**src/sv/lr_pkg.sv**
```systemverilog
`timescale 1ns / 1ps
`default_nettype none
// ----------------------------------------------------------------------------
// lr_pkg: shared types and constants of the line rasterizer
// Sequencer states, shared adder operand selects, control and status bundles.
// ----------------------------------------------------------------------------
package lr_pkg;

    localparam int COORD_W     = 6;
    localparam int ERR_W       = 9;
    localparam int S_TDATA_W   = 24;
    localparam int M_TDATA_W   = 16;

    typedef logic [COORD_W-1:0]       coord_t;
    typedef logic signed [ERR_W-1:0]  err_t;

    typedef enum logic [3:0] {
        ST_IDLE,
        ST_DX,
        ST_DY,
        ST_ADX,
        ST_ADY,
        ST_CMP,
        ST_ERR,
        ST_INC,
        ST_RUN
    } lr_state_t;

    typedef enum logic [3:0] {
        SEL_NONE,
        SEL_DX,
        SEL_DY,
        SEL_ADX,
        SEL_ADY,
        SEL_CMP,
        SEL_ERR,
        SEL_INC,
        SEL_STEP
    } alu_sel_t;

    typedef struct packed {
        logic     in_ready;
        alu_sel_t alu_sel;
        logic     step;
    } lr_ctrl_t;

    typedef struct packed {
        logic major_zero;
        logic last_step;
        logic out_free;
    } lr_stat_t;

    function automatic coord_t clamp_coord(input coord_t v, input coord_t max_c);
        clamp_coord = (v > max_c) ? max_c : v;
    endfunction

endpackage
`default_nettype wire

```
**src/sv/lr_alu.sv**
```systemverilog
`timescale 1ns / 1ps
`default_nettype none
// ----------------------------------------------------------------------------
// lr_alu: shared adder of the line rasterizer
// Signed add or subtract, used for setup arithmetic and every error update.
// ----------------------------------------------------------------------------
module lr_alu
    import lr_pkg::*;
(
    input  wire err_t a,
    input  wire err_t b,
    input  wire logic sub,
    output err_t      sum
);

    assign sum = sub ? err_t'(a - b) : err_t'(a + b);

endmodule
`default_nettype wire

```
**src/sv/lr_seq.sv**
```systemverilog
`timescale 1ns / 1ps
`default_nettype none
// ----------------------------------------------------------------------------
// lr_seq: sequencer of the line rasterizer
// Walks setup through the shared adder, then steps one pixel per free slot.
// ----------------------------------------------------------------------------
module lr_seq
    import lr_pkg::*;
(
    input  wire logic     clk,
    input  wire logic     rst_n,
    input  wire logic     in_valid,
    input  wire lr_stat_t stat,
    output lr_ctrl_t      ctrl
);

    lr_state_t state_reg;
    lr_state_t state_next;

    always_ff @(posedge clk or negedge rst_n)
    begin
        if (!rst_n)
        begin
            state_reg <= ST_IDLE;
        end
        else
        begin
            state_reg <= state_next;
        end
    end

    always_comb
    begin
        state_next = state_reg;
        case (state_reg)
            ST_IDLE:
            begin
                if (in_valid)
                begin
                    state_next = ST_DX;
                end
            end
            ST_DX:  state_next = ST_DY;
            ST_DY:  state_next = ST_ADX;
            ST_ADX: state_next = ST_ADY;
            ST_ADY: state_next = ST_CMP;
            ST_CMP: state_next = ST_ERR;
            ST_ERR: state_next = stat.major_zero ? ST_IDLE : ST_INC;
            ST_INC: state_next = ST_RUN;
            ST_RUN:
            begin
                if (stat.out_free && stat.last_step)
                begin
                    state_next = ST_IDLE;
                end
            end
            default: state_next = ST_IDLE;
        endcase
    end

    always_comb
    begin
        ctrl.in_ready = 1'b0;
        ctrl.alu_sel  = SEL_NONE;
        ctrl.step     = 1'b0;
        case (state_reg)
            ST_IDLE: ctrl.in_ready = 1'b1;
            ST_DX:   ctrl.alu_sel  = SEL_DX;
            ST_DY:   ctrl.alu_sel  = SEL_DY;
            ST_ADX:  ctrl.alu_sel  = SEL_ADX;
            ST_ADY:  ctrl.alu_sel  = SEL_ADY;
            ST_CMP:  ctrl.alu_sel  = SEL_CMP;
            ST_ERR:  ctrl.alu_sel  = SEL_ERR;
            ST_INC:  ctrl.alu_sel  = SEL_INC;
            ST_RUN:
            begin
                ctrl.alu_sel = SEL_STEP;
                ctrl.step    = stat.out_free;
            end
            default: ctrl.in_ready = 1'b0;
        endcase
    end

endmodule
`default_nettype wire

```
**src/sv/line_rasterizer.sv**
```systemverilog
`timescale 1ns / 1ps
`default_nettype none
// ----------------------------------------------------------------------------
// line_rasterizer: integer Bresenham line rasterizer for one square tile
// Takes one segment and emits its pixels after the start, end pixel last.
// ----------------------------------------------------------------------------
//  channel   dir  handshake          payload
//  s_axis    in   s_tvalid/s_tready  s_tdata: start_x, start_y, end_x, end_y
//  m_axis    out  m_tvalid/m_tready  m_tdata: pix_x, pix_y; m_tlast: last
//
//  A segment walks its setup steps through the shared adder (DX, DY, ADX, ADY,
//  CMP, ERR, INC; a zero-length segment goes idle after ERR), then steps its
//  pixels one at a time along the major axis.
//  The shared adder and its sequencer serialize this work; s_tready is low meanwhile.
//  A stall on m_tready holds the pixel step; the output register parts the sides.
//  Reset clears the sequencer and the output valid flag.
// ----------------------------------------------------------------------------
module line_rasterizer
    import lr_pkg::*;
#(
    parameter int TILE_SIZE = 64
)
(
    input  wire logic                 clk,
    input  wire logic                 rst_n,
    input  wire logic                 s_tvalid,
    output logic                      s_tready,
    input  wire logic [S_TDATA_W-1:0] s_tdata,   // start_x, start_y, end_x, end_y
    output logic                      m_tvalid,
    input  wire logic                 m_tready,
    output logic [M_TDATA_W-1:0]      m_tdata,   // pix_x, pix_y, zero pad
    output logic                      m_tlast    // last
);

    localparam coord_t MAX_C = coord_t'(TILE_SIZE - 1);

    lr_ctrl_t ctrl;
    lr_stat_t stat;

    coord_t x_reg, y_reg, ex_reg, ey_reg;
    err_t   dx_reg, dy_reg, err_reg, inc_move_reg;
    logic   sx_neg_reg, sy_neg_reg, x_major_reg;
    coord_t cnt_reg;

    logic   m_tvalid_reg, last_reg;
    coord_t pix_x_reg, pix_y_reg;

    err_t   alu_a, alu_b, alu_sum;
    logic   alu_sub;
    err_t   major, minor, minor2;
    logic   move_minor;
    coord_t x_step, y_step;

    assign major  = x_major_reg ? dx_reg : dy_reg;
    assign minor  = x_major_reg ? dy_reg : dx_reg;
    assign minor2 = err_t'(minor <<< 1);
    assign move_minor = !err_reg[ERR_W-1];

    assign x_step = sx_neg_reg ? coord_t'(x_reg - 1'b1) : coord_t'(x_reg + 1'b1);
    assign y_step = sy_neg_reg ? coord_t'(y_reg - 1'b1) : coord_t'(y_reg + 1'b1);

    assign stat.major_zero = (major == '0);
    assign stat.last_step  = (cnt_reg == coord_t'(1));
    assign stat.out_free   = !m_tvalid_reg || m_tready;

    always_comb
    begin
        alu_a   = '0;
        alu_b   = '0;
        alu_sub = 1'b0;
        case (ctrl.alu_sel)
            SEL_DX:
            begin
                alu_a   = err_t'(ex_reg);
                alu_b   = err_t'(x_reg);
                alu_sub = 1'b1;
            end
            SEL_DY:
            begin
                alu_a   = err_t'(ey_reg);
                alu_b   = err_t'(y_reg);
                alu_sub = 1'b1;
            end
            SEL_ADX:
            begin
                alu_b   = dx_reg;
                alu_sub = dx_reg[ERR_W-1];
            end
            SEL_ADY:
            begin
                alu_b   = dy_reg;
                alu_sub = dy_reg[ERR_W-1];
            end
            SEL_CMP:
            begin
                alu_a   = dx_reg;
                alu_b   = dy_reg;
                alu_sub = 1'b1;
            end
            SEL_ERR:
            begin
                alu_a   = minor2;
                alu_b   = major;
                alu_sub = 1'b1;
            end
            SEL_INC:
            begin
                alu_a   = minor2;
                alu_b   = err_t'(major <<< 1);
                alu_sub = 1'b1;
            end
            SEL_STEP:
            begin
                alu_a = err_reg;
                alu_b = move_minor ? inc_move_reg : minor2;
            end
            default:
            begin
                alu_sub = 1'b0;
            end
        endcase
    end

    lr_alu u_alu (
        .a   (alu_a),
        .b   (alu_b),
        .sub (alu_sub),
        .sum (alu_sum)
    );

    lr_seq u_seq (
        .clk      (clk),
        .rst_n    (rst_n),
        .in_valid (s_tvalid),
        .stat     (stat),
        .ctrl     (ctrl)
    );

    always_ff @(posedge clk)
    begin
        if (ctrl.in_ready && s_tvalid)
        begin
            x_reg  <= clamp_coord(s_tdata[5:0], MAX_C);
            y_reg  <= clamp_coord(s_tdata[11:6], MAX_C);
            ex_reg <= clamp_coord(s_tdata[17:12], MAX_C);
            ey_reg <= clamp_coord(s_tdata[23:18], MAX_C);
        end
        case (ctrl.alu_sel)
            SEL_DX:
            begin
                dx_reg     <= alu_sum;
                sx_neg_reg <= alu_sum[ERR_W-1];
            end
            SEL_DY:
            begin
                dy_reg     <= alu_sum;
                sy_neg_reg <= alu_sum[ERR_W-1];
            end
            SEL_ADX: dx_reg <= alu_sum;
            SEL_ADY: dy_reg <= alu_sum;
            SEL_CMP: x_major_reg <= !alu_sum[ERR_W-1] && (alu_sum != '0);
            SEL_ERR:
            begin
                err_reg <= alu_sum;
                cnt_reg <= coord_t'(major);
            end
            SEL_INC: inc_move_reg <= alu_sum;
            default:
            begin
            end
        endcase
        if (ctrl.step)
        begin
            // advance along the major axis, minor axis when the error allows
            err_reg <= alu_sum;
            cnt_reg <= coord_t'(cnt_reg - 1'b1);
            if (x_major_reg || move_minor)
            begin
                x_reg <= x_step;
            end
            if (!x_major_reg || move_minor)
            begin
                y_reg <= y_step;
            end
        end
    end

    always_ff @(posedge clk or negedge rst_n)
    begin
        if (!rst_n)
        begin
            m_tvalid_reg <= 1'b0;
        end
        else if (ctrl.step)
        begin
            m_tvalid_reg <= 1'b1;
        end
        else if (m_tready)
        begin
            m_tvalid_reg <= 1'b0;
        end
    end

    always_ff @(posedge clk)
    begin
        if (ctrl.step)
        begin
            pix_x_reg <= (x_major_reg || move_minor) ? x_step : x_reg;
            pix_y_reg <= (!x_major_reg || move_minor) ? y_step : y_reg;
            last_reg  <= stat.last_step;
        end
    end

    assign s_tready = ctrl.in_ready;
    assign m_tvalid = m_tvalid_reg;
    assign m_tdata  = {{(M_TDATA_W - 2*COORD_W){1'b0}}, pix_y_reg, pix_x_reg};
    assign m_tlast  = last_reg;

    a_busy_after_accept: assert property (@(posedge clk) disable iff (!rst_n)
        (s_tvalid && s_tready) |=> !s_tready)
        else $error("input taken while a segment is in work");

    a_step_has_count: assert property (@(posedge clk) disable iff (!rst_n)
        ctrl.step |-> (cnt_reg != '0))
        else $error("pixel step with no steps left");

    a_step_slot_free: assert property (@(posedge clk) disable iff (!rst_n)
        ctrl.step |-> (!m_tvalid || m_tready))
        else $error("pixel step overwrote a waiting item");

    a_idle_after_last: assert property (@(posedge clk) disable iff (!rst_n)
        (ctrl.step && stat.last_step) |=> (s_tready && m_tvalid && m_tlast))
        else $error("end pixel not followed by idle");

endmodule
`default_nettype wire

```
**config.mk**
```make
export PLATFORM = sky130hd
export DESIGN_NAME = line_rasterizer
export DESIGN_NICKNAME = d
export VERILOG_FILES = /design/src/sv/lr_pkg.sv /design/src/sv/lr_alu.sv /design/src/sv/lr_seq.sv /design/src/sv/line_rasterizer.sv
export SDC_FILE = /design/constraint.sdc
export NUM_CORES = 1
export LEC_CHECK = 0
export CORE_MARGIN = 4
export CORE_UTILIZATION = 46
export CTS_BUF_LIST = sky130_fd_sc_hd__clkbuf_8 sky130_fd_sc_hd__clkbuf_16
export CTS_CLUSTER_SIZE = 12
export DETAILED_ROUTE_END_ITERATION = 7
export DONT_BUFFER_PORTS = 1
export GPL_TIMING_DRIVEN = 0
export REMOVE_ABC_BUFFERS = 1
export SLEW_MARGIN = 20
export SYNTH_ARGS = -nofsm -noshare
export SYNTH_HDL_FRONTEND = slang
export SYNTH_SLANG_ARGS = --single-unit
```
**constraint.sdc**
```tcl
create_clock -name clk -period 5.5 [get_ports clk]
set_input_delay 0.825 -clock clk [delete_from_list [all_inputs] [get_ports clk]]
set_output_delay 0.825 -clock clk [all_outputs]
set_load 0.005 [all_outputs]
```
==> flow_summary_export.csv <==
group,metric,value,unit
finish,syn2layout_area_growth,6.09,%
die,rows,38,
yosys,synth_cell_types,70,
setup_path,crit_type,"register to register",
yosys,async_flop_share,5.75,%
timing,finalSetupViolations,0,
setup_path,worstPathCellList,"nand4b_1, inv_1, a222oi_1, nand2_1, inv_1, ha_1, nor2_1, xnor2_1, ha_1, nor2b_1, o31a_1, nor3_1, o21bai_1, a21oi_1, xor2_1, xnor2_2, nor2_1",
timing,finalClockSkew,0.00816,ns
die,initial_utilization,47.6,%
timing,max_slew.worst_pin.slew,1.10,ns
detailed_routing,viasPerCell,5.79,
yosys,synth.area.top_cells,"edfxtp_1, dfxtp_1, ha_1",
yosys,synth_top_area_share,40.4,%
clock_network,h-tree-depth,3,
detailed_routing,postRouteAntennaNets,0,
clock_network,cts.sinks,87,
clock_network,cts_tree,"built",
detailed_routing,drt_iter0_markers,268,
status,status,"finished, final reports clean",
die,die_area,13100,um2
timing,rsz0062_at_grt,"no",
yosys,postSynthCellCount,510,
setup_path,crit_arrival,5.12,ns
yosys,synth_area,5200,um2
finish,antenna_cells,0,
place,hpwl,8960,um
detailed_routing,drcViolationCount,0,
clock_network,cts_root_buf,"clkbuf_16",
clock_network,post_cts_buffers,0,
finish,multi_input_area,2460,um2
clock_network,cts_buffers,9,
die,die_width,114,um
clock_network,clk_latency,0.35,ns
finish,nFillCells,1005,
clock_network,clkTransAtPathRegs,0.06,ns
global_route,grt_max_degree,30,
setup_path,critical_path.max_stage_delay,0.83,ns
detailed_routing,vias,3671,
yosys,ys_warn_count,0,
yosys,synth-edff-count,70,
setup_path,required,5.58,ns
finish,finalNonFillerCells,634,
place,port-buffer-count,0,
finish,drive_gt1_share,7.69,%
setup_path,cp-end-kind,"register",
setup_path,critPathSlowestCell,"dfrtp_1",
clock_network,cts_hold_buf,0,
finish,regArea,2470,um2
timing,post-route-period-util,91.5,%
worst_hold_path,min_path_type,"input pin to asynchronous set/reset pin",
setup_path,rrSetupSlack,0.46,ns
place,place.gp.congestion,0.850,
timing,finalMaxSlewViolations,0,
clock_network,cts_max_path_buffers,2,
yosys,yosysSeqAreaShare,47.4,%
global_route,grt_pass1_wl,19400,um
timing,fmax,199,MHz
timing,hold_viol,0,
detailed_routing,avgRoutedWirePerCell,19.1,um
place,dp_cells,618,
detailed_routing,finalWirelength,12100,um
detailed_routing,firstDrtPassIters,5,
yosys,synth_seq_cells,87,
timing,maxSlewHeadroom,26.1,%
global_route,grt.overflow.total,0,
yosys,avgSynthCellArea,10.2,um2
die,io_pins,47,
global_route,antenna_found_initial,0,
flow_run,maxCapViolations,0,
global_route,track_usage,19.5,%
global_route,grt_pass1_vias,3605,
setup_path,cp_max_fo,20,
timing,min_period,5.04,ns
setup_path,setup.worst_path.start_class,"register",
die,die_h,114,um
yosys,yosysMostFrequentCell,"edfxtp_1",
finish,final_net_count,539,
yosys,synth_ff_type,"edfxtp_1",
die,core_area,10900,um2
yosys,synth_common_cells,"edfxtp_1, nand2_1, nor2_1, a21oi_1, inv_1",
yosys,synth_top_area_cell,"edfxtp_1",
## layer usage
| layer | wire, um | track usage (%) | vias up |
|---|---|---|---|
| li1 | - | - | 1792 |
| met1 | 5730 | 27.3 | 1759 |
| met2 | 5580 | 30.1 | 97 |
| met3 | 523 | 3.70 | 23 |
| met4 | 298 | 7.05 | 0 |
| met5 | 0 | 0 | - |
## stage by stage
step | setup TNS, ns | cell area [um2] | utilization, % | hold slack, ns | setup slack [ns]
floorplan | 0 | 5000 | - | 0.476 | 1.32
global placement | -2.45 | 5170 | 47.3 | 0.502 | -0.396
detailed placement | -0.0941 | 5240 | 47.9 | 0.513 | -0.0941
CTS | 0 | 5510 | 50.4 | 0.156 | 0.117
global route | 0 | 5520 | 50.4 | 0.155 | 0.131
finish | 0 | 5520 | 50.4 | 0.169 | 0.465
## final timing paths
kind                                         start                 end  depth (start not counted)
worst max-delay path            u_seq.state_reg[0]         x_major_reg                         17
worst min-delay path                         rst_n            m_tvalid                          0
worst max register to register  u_seq.state_reg[0]         x_major_reg                         17
worst min register to register            y_reg[3]            y_reg[3]                          2
max in group asynchronous                    rst_n  u_seq.state_reg[1]                          0
min in group clk                          y_reg[3]            y_reg[3]                          2
## cells in the final DEF, fill, tap and decap left out, drive strengths merged, types with 10 or more instances in the layout
cell type,n
nor2,53
xor2,11
mux2i,18
nand3,10
ha,19
edfxtp,70
a21oi,41
inv,31
o21ai,16
xnor2,16
dfxtp,12
nand2,55
## critical path: cells and delay by family (launching register included)
family	cells	cell delay, ns
XOR/XNOR	3	0.76
AND/OR/NAND/NOR	6	1.22
adder cells (fa/ha/maj)	2	0.55
buffers and inverters	2	0.57
AO/OA/AOI/OAI	4	0.82
flip-flops	1	0.83
## timing repair
item,CTS,global route
endpoints found under the setup margin,7,7
gates resized for setup,2,3
endpoints found under the hold margin,0,0
## area by class of cell
cell class / count / area share, %
clock buffers: 9 / 4.08
clock inverters: 7 / 0.635
flip-flops and latches: 87 / 44.8
repair buffers: 3 / 0.907
well taps: 140 / 3.18
multi-input cells: 362 / 44.6
inverters: 26 / 1.77
## kinds of logic (layout without fill, tap and decap cells)
kind of cell | after synthesis | in the layout | synth area share, %
DFF | 87 | 87 | 47.4
other | 1 | 4 | 0.0721
xor gates and xnor gates | 27 | 27 | 4.55
and+or+nand+nor | 165 | 165 | 15.8
buffers and inverters | 64 | 45 | 5.99
AOI/OAI and AO/OA | 119 | 119 | 15.3
adders and majority gates | 22 | 22 | 5.73
muxes | 25 | 25 | 5.05
Power is not shown: default switching activity piles up to over one toggle a cycle in this logic, so the estimate is an artifact.
